$ cat config.mk
export PLATFORM = sky130hd
export DESIGN_NAME = reversible_deque_with_extremes_top
export DESIGN_NICKNAME = d
export VERILOG_FILES = /design/src/hw/rtl/rde_pkg.sv /design/src/hw/rtl/rde_ctrl.sv /design/src/hw/rtl/rde_datapath.sv /design/src/hw/rtl/reversible_deque_with_extremes_top.sv
export SDC_FILE = /design/constraint.sdc
export NUM_CORES = 2
export LEC_CHECK = 0
export ABC_AREA = 1
export CORE_ASPECT_RATIO = 0.7
export CORE_MARGIN = 1
export CORE_UTILIZATION = 42
export CTS_BUF_LIST = sky130_fd_sc_hd__clkbuf_16
export DETAILED_ROUTE_END_ITERATION = 7
export DONT_BUFFER_PORTS = 1
export PLACE_DENSITY_LB_ADDON = 0.08
export SYNTH_ARGS = -nofsm -noshare
export SYNTH_HDL_FRONTEND = slang
export SYNTH_SLANG_ARGS = --single-unit
export TNS_END_PERCENT = 30
$ cat constraint.sdc
create_clock -name clk -period 21.2 [get_ports clk]
set_input_delay 4.24 -clock clk [delete_from_list [all_inputs] [get_ports clk]]
set_output_delay 4.24 -clock clk [all_outputs]
set_load 0.1 [all_outputs]
$ cat src/hw/rtl/rde_pkg.sv
// ----------------------------------------------------------------------------
// rde_pkg
// Shared types for the reversible deque: operation codes, controller states
// and the command and status groups between controller and datapath.
// ----------------------------------------------------------------------------
package rde_pkg;

  // operation codes carried in the input tuser
  typedef enum logic [2:0] {
    KIND_PUSH_BACK  = 3'd0,
    KIND_PUSH_FRONT = 3'd1,
    KIND_POP_BACK   = 3'd2,
    KIND_POP_FRONT  = 3'd3,
    KIND_TOGGLE     = 3'd4
  } op_kind_t;

  // controller states
  typedef enum logic [1:0] {
    ST_IDLE,
    ST_SCAN,
    ST_LAST,
    ST_HOLD
  } ctrl_state_t;

  // controller to datapath
  typedef struct packed {
    logic apply;     // apply the accepted operation to the store
    logic rd_issue;  // issue one scan read
    logic load_out;  // load the result register
  } dp_cmd_t;

  // datapath to controller
  typedef struct packed {
    logic cnt_zero;  // deque holds no element
    logic rd_last;   // current scan read is the final element
  } dp_stat_t;

endpackage

$ cat src/hw/rtl/rde_ctrl.sv
// ----------------------------------------------------------------------------
// rde_ctrl
// Sequencer for the deque: accepts one operation, steps the datapath through
// the extremes scan and hands the result to the output register.
// ----------------------------------------------------------------------------
module rde_ctrl (
  input  logic              clk,
  input  logic              rst,
  input  logic              s_tvalid,
  output logic              s_tready,
  output logic              m_tvalid,
  input  logic              m_tready,
  input  rde_pkg::dp_stat_t stat,
  output rde_pkg::dp_cmd_t  cmd
);
  import rde_pkg::*;

  ctrl_state_t state;
  ctrl_state_t state_next;
  logic        m_tvalid_next;

  // state register and output valid
  always_ff @(posedge clk) begin
    if (rst) begin
      state    <= ST_IDLE;
      m_tvalid <= 1'b0;
    end else begin
      state    <= state_next;
      m_tvalid <= m_tvalid_next;
    end
  end

  // next state
  always_comb begin
    state_next = state;
    case (state)
      ST_IDLE: begin
        if (s_tvalid) state_next = ST_SCAN;
      end
      ST_SCAN: begin
        if (stat.cnt_zero) state_next = ST_HOLD;
        else if (stat.rd_last) state_next = ST_LAST;
      end
      ST_LAST: begin
        state_next = ST_HOLD;
      end
      ST_HOLD: begin
        if (!m_tvalid || m_tready) state_next = ST_IDLE;
      end
      default: begin
        state_next = ST_IDLE;
      end
    endcase
  end

  // outputs and commands
  always_comb begin
    s_tready     = 1'b0;
    cmd.apply    = 1'b0;
    cmd.rd_issue = 1'b0;
    cmd.load_out = 1'b0;
    case (state)
      ST_IDLE: begin
        s_tready  = 1'b1;
        cmd.apply = s_tvalid;
      end
      ST_SCAN: begin
        cmd.rd_issue = !stat.cnt_zero;
      end
      ST_LAST: begin
      end
      ST_HOLD: begin
        cmd.load_out = !m_tvalid || m_tready;
      end
      default: begin
      end
    endcase
  end

  // result register valid: set on load, cleared once the transaction completes
  always_comb begin
    if (cmd.load_out) m_tvalid_next = 1'b1;
    else if (m_tready) m_tvalid_next = 1'b0;
    else m_tvalid_next = m_tvalid;
  end

endmodule

$ cat src/hw/rtl/rde_datapath.sv
// ----------------------------------------------------------------------------
// rde_datapath
// Ring store with head pointer, count and reverse flag, a sequential scan
// for maximum and minimum, and the result register.
// ----------------------------------------------------------------------------
module rde_datapath #(
  parameter int DEPTH      = 64,
  parameter int DATA_WIDTH = 32,
  localparam int AW = $clog2(DEPTH),
  localparam int CW = $clog2(DEPTH + 1)
) (
  input  logic                         clk,
  input  logic                         rst,
  input  rde_pkg::dp_cmd_t             cmd,
  output rde_pkg::dp_stat_t            stat,
  input  logic [2:0]                   kind,
  input  logic signed [DATA_WIDTH-1:0] push_value,
  output logic signed [DATA_WIDTH-1:0] front_value,
  output logic signed [DATA_WIDTH-1:0] back_value,
  output logic [CW-1:0]                entry_count,
  output logic signed [DATA_WIDTH-1:0] largest_value,
  output logic signed [DATA_WIDTH-1:0] smallest_value,
  output logic                         is_reversed,
  output logic                         pop_on_empty,
  output logic                         push_dropped
);
  import rde_pkg::*;

  localparam logic [AW:0]   DEPTH_W   = (AW + 1)'(DEPTH);
  localparam logic [AW-1:0] LAST_SLOT = AW'(DEPTH - 1);
  localparam logic [CW-1:0] DEPTH_C   = CW'(DEPTH);

  logic signed [DATA_WIDTH-1:0] mem [DEPTH];

  // pointer state
  logic [AW-1:0] first_slot;
  logic [AW-1:0] first_slot_next;
  logic [CW-1:0] stored_count;
  logic [CW-1:0] stored_count_next;
  logic          reversed_flag;
  logic          reversed_flag_next;
  logic          pop_err;
  logic          pop_err_next;
  logic          push_err;
  logic          push_err_next;

  // write side
  logic          wr_en;
  logic [AW-1:0] wr_addr;
  logic [AW:0]   tail_sum;
  logic [AW-1:0] tail_slot;
  logic [AW-1:0] head_dec;
  logic [AW-1:0] head_inc;
  logic          push_req;
  logic          pop_req;
  logic          at_head;
  logic          full;
  logic          empty;

  // scan side
  logic [AW-1:0]                rd_idx;
  logic [AW:0]                  rd_sum;
  logic [AW-1:0]                rd_addr;
  logic                         rd_valid;
  logic                         rd_first;
  logic signed [DATA_WIDTH-1:0] rd_data;
  logic signed [DATA_WIDTH-1:0] head_v;
  logic signed [DATA_WIDTH-1:0] tail_v;
  logic signed [DATA_WIDTH-1:0] hi;
  logic signed [DATA_WIDTH-1:0] lo;

  // slot arithmetic modulo the depth
  assign full      = stored_count == DEPTH_C;
  assign empty     = stored_count == '0;
  assign tail_sum  = {1'b0, first_slot} + (AW + 1)'(stored_count);
  assign tail_slot = (tail_sum >= DEPTH_W) ? AW'(tail_sum - DEPTH_W) : AW'(tail_sum);
  assign head_dec  = (first_slot == '0) ? LAST_SLOT : first_slot - 1'b1;
  assign head_inc  = (first_slot == LAST_SLOT) ? '0 : first_slot + 1'b1;

  // decode the operation; reversal swaps which physical end is touched
  always_comb begin
    push_req           = 1'b0;
    pop_req            = 1'b0;
    at_head            = 1'b0;
    reversed_flag_next = reversed_flag;
    case (op_kind_t'(kind))
      KIND_PUSH_BACK: begin
        push_req = 1'b1;
        at_head  = reversed_flag;
      end
      KIND_PUSH_FRONT: begin
        push_req = 1'b1;
        at_head  = !reversed_flag;
      end
      KIND_POP_BACK: begin
        pop_req = 1'b1;
        at_head = reversed_flag;
      end
      KIND_POP_FRONT: begin
        pop_req = 1'b1;
        at_head = !reversed_flag;
      end
      KIND_TOGGLE: begin
        reversed_flag_next = !reversed_flag;
      end
      default: begin
      end
    endcase
  end

  // pointer, count and error update
  always_comb begin
    first_slot_next   = first_slot;
    stored_count_next = stored_count;
    wr_en             = 1'b0;
    wr_addr           = tail_slot;
    pop_err_next      = 1'b0;
    push_err_next     = 1'b0;
    if (push_req) begin
      if (full) begin
        push_err_next = 1'b1;
      end else begin
        wr_en             = 1'b1;
        stored_count_next = stored_count + 1'b1;
        if (at_head) begin
          first_slot_next = head_dec;
          wr_addr         = head_dec;
        end
      end
    end
    if (pop_req) begin
      if (empty) begin
        pop_err_next = 1'b1;
      end else begin
        stored_count_next = stored_count - 1'b1;
        if (at_head) first_slot_next = head_inc;
      end
    end
  end

  // control registers
  always_ff @(posedge clk) begin
    if (rst) begin
      first_slot    <= '0;
      stored_count  <= '0;
      reversed_flag <= 1'b0;
      rd_valid      <= 1'b0;
      rd_first      <= 1'b0;
    end else begin
      if (cmd.apply) begin
        first_slot    <= first_slot_next;
        stored_count  <= stored_count_next;
        reversed_flag <= reversed_flag_next;
      end
      rd_valid <= cmd.rd_issue;
      rd_first <= cmd.rd_issue && (rd_idx == '0);
    end
  end

  // error flags of the current operation
  always_ff @(posedge clk) begin
    if (cmd.apply) begin
      pop_err  <= pop_err_next;
      push_err <= push_err_next;
    end
  end

  // ring store: one write port, one registered read port
  always_ff @(posedge clk) begin
    if (cmd.apply && wr_en) mem[wr_addr] <= push_value;
    if (cmd.rd_issue) rd_data <= mem[rd_addr];
  end

  // scan address walks from the head
  assign rd_sum  = {1'b0, first_slot} + {1'b0, rd_idx};
  assign rd_addr = (rd_sum >= DEPTH_W) ? AW'(rd_sum - DEPTH_W) : AW'(rd_sum);

  always_ff @(posedge clk) begin
    if (cmd.apply) rd_idx <= '0;
    else if (cmd.rd_issue) rd_idx <= rd_idx + 1'b1;
  end

  assign stat.cnt_zero = empty;
  assign stat.rd_last  = CW'(rd_idx) == (stored_count - 1'b1);

  // running extremes; first element seeds head, max and min
  always_ff @(posedge clk) begin
    if (rd_valid) begin
      tail_v <= rd_data;
      if (rd_first) begin
        head_v <= rd_data;
        hi     <= rd_data;
        lo     <= rd_data;
      end else begin
        if (rd_data > hi) hi <= rd_data;
        if (rd_data < lo) lo <= rd_data;
      end
    end
  end

  // result register, zeros when empty
  always_ff @(posedge clk) begin
    if (cmd.load_out) begin
      entry_count  <= stored_count;
      is_reversed  <= reversed_flag;
      pop_on_empty <= pop_err;
      push_dropped <= push_err;
      if (empty) begin
        front_value    <= '0;
        back_value     <= '0;
        largest_value  <= '0;
        smallest_value <= '0;
      end else begin
        front_value    <= reversed_flag ? tail_v : head_v;
        back_value     <= reversed_flag ? head_v : tail_v;
        largest_value  <= hi;
        smallest_value <= lo;
      end
    end
  end

endmodule

$ cat src/hw/rtl/reversible_deque_with_extremes_top.sv
// ----------------------------------------------------------------------------
// reversible_deque_with_extremes_top
// Bounded double-ended queue with reverse flag, reporting front, back, count,
// maximum and minimum after every operation.
// ----------------------------------------------------------------------------
// Operation flow: the accepted operation updates the store, the scan then reads
// every stored element once per cycle through its single read port, and the
// result register is loaded. A new operation is accepted only once the
// previous result has been loaded into the result register.
// Reset: synchronous; empties the deque, clears the reverse flag and the
// output valid. Store contents are not cleared.
// ----------------------------------------------------------------------------
module reversible_deque_with_extremes_top #(
  parameter int DEPTH      = 64,
  parameter int DATA_WIDTH = 32,
  localparam int CW       = $clog2(DEPTH + 1),
  localparam int IN_W     = ((DATA_WIDTH + 7) / 8) * 8,
  localparam int OUT_BITS = 4 * DATA_WIDTH + CW + 3,
  localparam int OUT_W    = ((OUT_BITS + 7) / 8) * 8
) (
  input  logic             clk,
  input  logic             rst,
  input  logic             s_tvalid,
  output logic             s_tready,
  input  logic [IN_W-1:0]  s_tdata,   // push_value
  input  logic [2:0]       s_tuser,   // kind
  output logic             m_tvalid,
  input  logic             m_tready,
  // front_value, back_value, entry_count, largest_value, smallest_value,
  // is_reversed, pop_on_empty, push_dropped
  output logic [OUT_W-1:0] m_tdata
);
  import rde_pkg::*;

  dp_cmd_t  cmd;
  dp_stat_t stat;

  logic signed [DATA_WIDTH-1:0] front_value;
  logic signed [DATA_WIDTH-1:0] back_value;
  logic [CW-1:0]                entry_count;
  logic signed [DATA_WIDTH-1:0] largest_value;
  logic signed [DATA_WIDTH-1:0] smallest_value;
  logic                         is_reversed;
  logic                         pop_on_empty;
  logic                         push_dropped;

  // sequencer
  rde_ctrl u_ctrl (
    .clk      (clk),
    .rst      (rst),
    .s_tvalid (s_tvalid),
    .s_tready (s_tready),
    .m_tvalid (m_tvalid),
    .m_tready (m_tready),
    .stat     (stat),
    .cmd      (cmd)
  );

  // store, scan and result register
  rde_datapath #(
    .DEPTH      (DEPTH),
    .DATA_WIDTH (DATA_WIDTH)
  ) u_datapath (
    .clk            (clk),
    .rst            (rst),
    .cmd            (cmd),
    .stat           (stat),
    .kind           (s_tuser),
    .push_value     (s_tdata[DATA_WIDTH-1:0]),
    .front_value    (front_value),
    .back_value     (back_value),
    .entry_count    (entry_count),
    .largest_value  (largest_value),
    .smallest_value (smallest_value),
    .is_reversed    (is_reversed),
    .pop_on_empty   (pop_on_empty),
    .push_dropped   (push_dropped)
  );

  // pack the result fields, lowest field first, zero padding on top
  always_comb begin
    m_tdata               = '0;
    m_tdata[OUT_BITS-1:0] = {push_dropped, pop_on_empty, is_reversed, smallest_value,
                             largest_value, entry_count, back_value, front_value};
  end

endmodule

==> run_results.csv <==
group,metric,value,unit
status,outcome,"finished, final reports clean",
finish,layout-drive-gt1-share,0.0609,
power,intPower,0.00877,W
detailed_routing,first_pass_iters,6,
timing,min_period,7480,ps
yosys,yosysTopAreaCell,"edfxtp_1",
floorplan,initial_utilization,0.425,
clock_network,cts_root_buf,"clkbuf_16",
detailed_routing,avgRoutedWirePerCell,26.2,µm
timing,setup_viol,0,
setup_path,end_kind,"flop",
yosys,netlist_area,96700,µm²
timing,relSlewSlack,0.177,
yosys,netlist_instances,8112,
yosys,synth_flop_cell,"edfxtp_1",
detailed_routing,drc,0,
floorplan,row_count,146,
job,maxCapViolations,0,
power,pwr-share-clk,0.273,
setup_path,crit_type,"input pin to flop",
setup_path,slowest_stage,"nor2_4",
setup_path,cp_data_arrival_time,7940,ps
finish,fin_util,0.469,
floorplan,io_pins,185,
power,p_leak,35.7,nW
yosys,netlist_top_cells_count,"2348 x edfxtp_1, 1710 x nor2_1, 1360 x o21ai_0",
placed_design,gp_congestion,0.896,
global_routing,first_global_vias,57163,
global_routing,grt_pass1_wl,417000,µm
detailed_routing,wl,292000,µm
placed_design,dp_hpwl,164000,µm
clock_network,post_cts_resized,0,
detailed_routing,vias,61107,
finish,fin_area,107000,µm²
yosys,synth_area_per_cell,11.9,µm²
floorplan,die_w,576,µm
setup_path,path_cells,"nand2_1 -> inv_1 -> nand2_1 -> nor2_2 -> nand2_2 -> nor2_4",
timing,rsz0062_at_grt,"false",
yosys,yosys-top-cells-area,"edfxtp_1 73%, o21ai_0 7.0%, nor2_1 6.6%",
yosys,ys_warn_count,0,
yosys,netlist.area_leader.share,0.729,
floorplan,dieArea,232000,µm²
floorplan,core_area,228000,µm²
finish,num-nets-final,8060,
setup_path,cp_common_cell,"nand2_1",
power,combPwrFrac,0.330,
timing,fin_skew,63.1,ps
yosys,synth-edff-count,2348,
power,switching_share,0.401,
timing,hold_viol,0,
setup_path,cp-start-kind,"input pin",
setup_path,crit_path_max_incr_delay,1120,ps
finish,syn_to_final_growth,10.3,%
placed_design,place_area,99600,µm²
global_routing,track_usage,0.248,
detailed_routing,vias_per_cell,5.47,
detailed_routing,drt_iter0_drc,7186,
global_routing,overflow,0,
power,irDropWorstVdd,80.2,µV
yosys,synthArstFlopShare,0,
yosys,synthMostInstantiatedCell,"edfxtp_1",
setup_path,r2r_slack,14210,ps
setup_path,worstPathMaxFanout,32,
yosys,yosysSeqAreaShare,0.734,
power,power,0.0146,W
finish,fillers,20637,
clock_network,numCtsBuffers,235,
yosys,ys_types,43,
clock_network,clkSinkCount,2373,
detailed_routing,detail-route-antenna-nets,0,
power,share_seq_of_total_power,0.397,
clock_network,clock_latency,910,ps
timing,tns,0,ps
setup_path,required,21650,ps
clock_network,cts_max_level,4,
clock_network,path_clk_slew,70,ps
floorplan,die_y,404,µm
power,p_per_area,137,nW/µm²
clock_network,ctsHoldBuffers,0,
min_path,holdCritPathClass,"flop to flop",
power,netSwitchingPower,0.00588,W
yosys,synth-seq-cells,2373,
placed_design,port_buffers,0,
global_routing,grt_max_degree,180,
timing,maxSlewViolCount,0,
timing,fmax,134,MHz
timing,worst_pin_slew,1230,ps
clock_network,post_cts_buffers,0,
clock_network,cts_buffer_depth,4,
global_routing,antenna_found_initial,25,
clock_network,cts_tree,"yes",
timing,period_share,0.353,
power by group through the flow:
stage	logic [W]	clock network, W	registers [W]
global route	0.00530	0.00424	0.00581
finish	0.00484	0.00400	0.00581
CTS	0.00482	0.00407	0.00581
detailed placement	0.00481	0	0.00591
floorplan	0.00292	0	0.00581
global placement	0.00479	0	0.00591
layout by cell type, fill, tap and decap left out, types with 4 or more instances in the layout:
master,synthesis,final
edfxtp_1,2348,2348
xnor2_1,4,4
a31oi_1,8,8
clkinv_2,0,48
buf_12,0,7
inv_6,0,5
buf_4,38,61
o21bai_1,4,4
nor2_2,7,8
clkbuf_16,0,236
ha_1,83,82
nand4_1,8,8
nor2_1,1710,1644
nand2_1,805,805
bufinv_16,0,16
o21ai_0,1360,1360
inv_2,10,10
nor3_1,6,6
o21ai_1,495,495
conb_1,1,6
nand3_1,196,196
inv_1,381,422
clkinvlp_4,0,4
clkinv_1,0,68
diode_2,0,5
a21oi_1,123,122
nor2_4,2,67
o211ai_1,9,9
nand2_2,7,7
o21ai_2,4,4
xor2_1,7,5
xor2_4,0,4
dfxtp_1,25,24
critical path: cells and delay by family:
family	cells	cell delay, ps
buffers and inverters	1	680
AND/OR/NAND/NOR	5	2960
through the flow:
| step | worst slack [ps] | hold slack, ps | cells |
|---|---|---|---|
| after floorplan | 9640 | 400 | 8117 |
| after global placement | 12900 | 403 | 10733 |
| after detailed placement | 12860 | 405 | 10733 |
| after CTS | 13760 | 421 | 11157 |
| after global routing | 13650 | 428 | 11157 |
| final | 13720 | 420 | 11162 |
layer usage:
metal / GRT usage / part of all wire / wire, µm / vias to the layer above
met1: 0.376 / 0.46 / 136000 / 30477
met4: 0.0584 / 0.023 / 6700 / 0
met2: 0.372 / 0.44 / 128000 / 2140
met3: 0.0410 / 0.076 / 22100 / 326
met5: 0 / 0 / 0 / -
li1: - / - / - / 28164
registers in the layout, summed over array words and instances (netlist names), 6 cells and up:
| name | flops |
|---|---|
| u_datapath.first_slot | 6 |
| u_datapath.lo | 32 |
| u_datapath.entry_count | 7 |
| u_datapath.stored_count | 7 |
| u_datapath.rd_idx | 6 |
| u_datapath.hi | 32 |
| u_datapath.front_value | 32 |
| u_datapath.tail_v | 32 |
| u_datapath.rd_data | 32 |
| u_datapath.head_v | 32 |
| u_datapath.mem | 2048 |
| u_datapath.back_value | 32 |
| u_datapath.largest_value | 32 |
| u_datapath.smallest_value | 32 |
layout make-up:
cell class | instances | area [µm²] | area share
Tap cell | 3034 | 3800 | 0.0356
Clock inverter | 188 | 1260 | 0.0118
Clock buffer | 236 | 5910 | 0.0553
Inverter | 392 | 1490 | 0.0139
Sequential cell | 2373 | 71000 | 0.665
Multi-Input combinational cell | 4866 | 22700 | 0.212
Antenna cell | 5 | 12.5 | 0.000117
Timing Repair Buffer | 68 | 598 | 0.00560
kinds of logic (layout without fill, tap and decap cells):
logic type | after synthesis | after routing | share of synthesized area
adder cells (fa/ha/maj) | 85 | 85 | 0.0111
other | 1 | 11 | 0.0000388
flip-flops | 2373 | 2373 | 0.734
AO/OA/AOI/OAI | 2009 | 2009 | 0.105
AND/OR/NAND/NOR | 2753 | 2753 | 0.111
XOR/XNOR | 13 | 13 | 0.00133
buffers and inverters | 878 | 884 | 0.0378
worst paths after layout:
kind,start,end,cells past startpoint
setup / recovery,s_tvalid,u_datapath.mem[9][28],6
hold / removal,u_datapath.push_err,u_datapath.push_dropped,0
setup reg to reg,u_datapath.first_slot[0],u_datapath.rd_data[21],15
hold reg to reg,u_datapath.push_err,u_datapath.push_dropped,0
No activity file was read; power rests on OpenSTA's default activity.
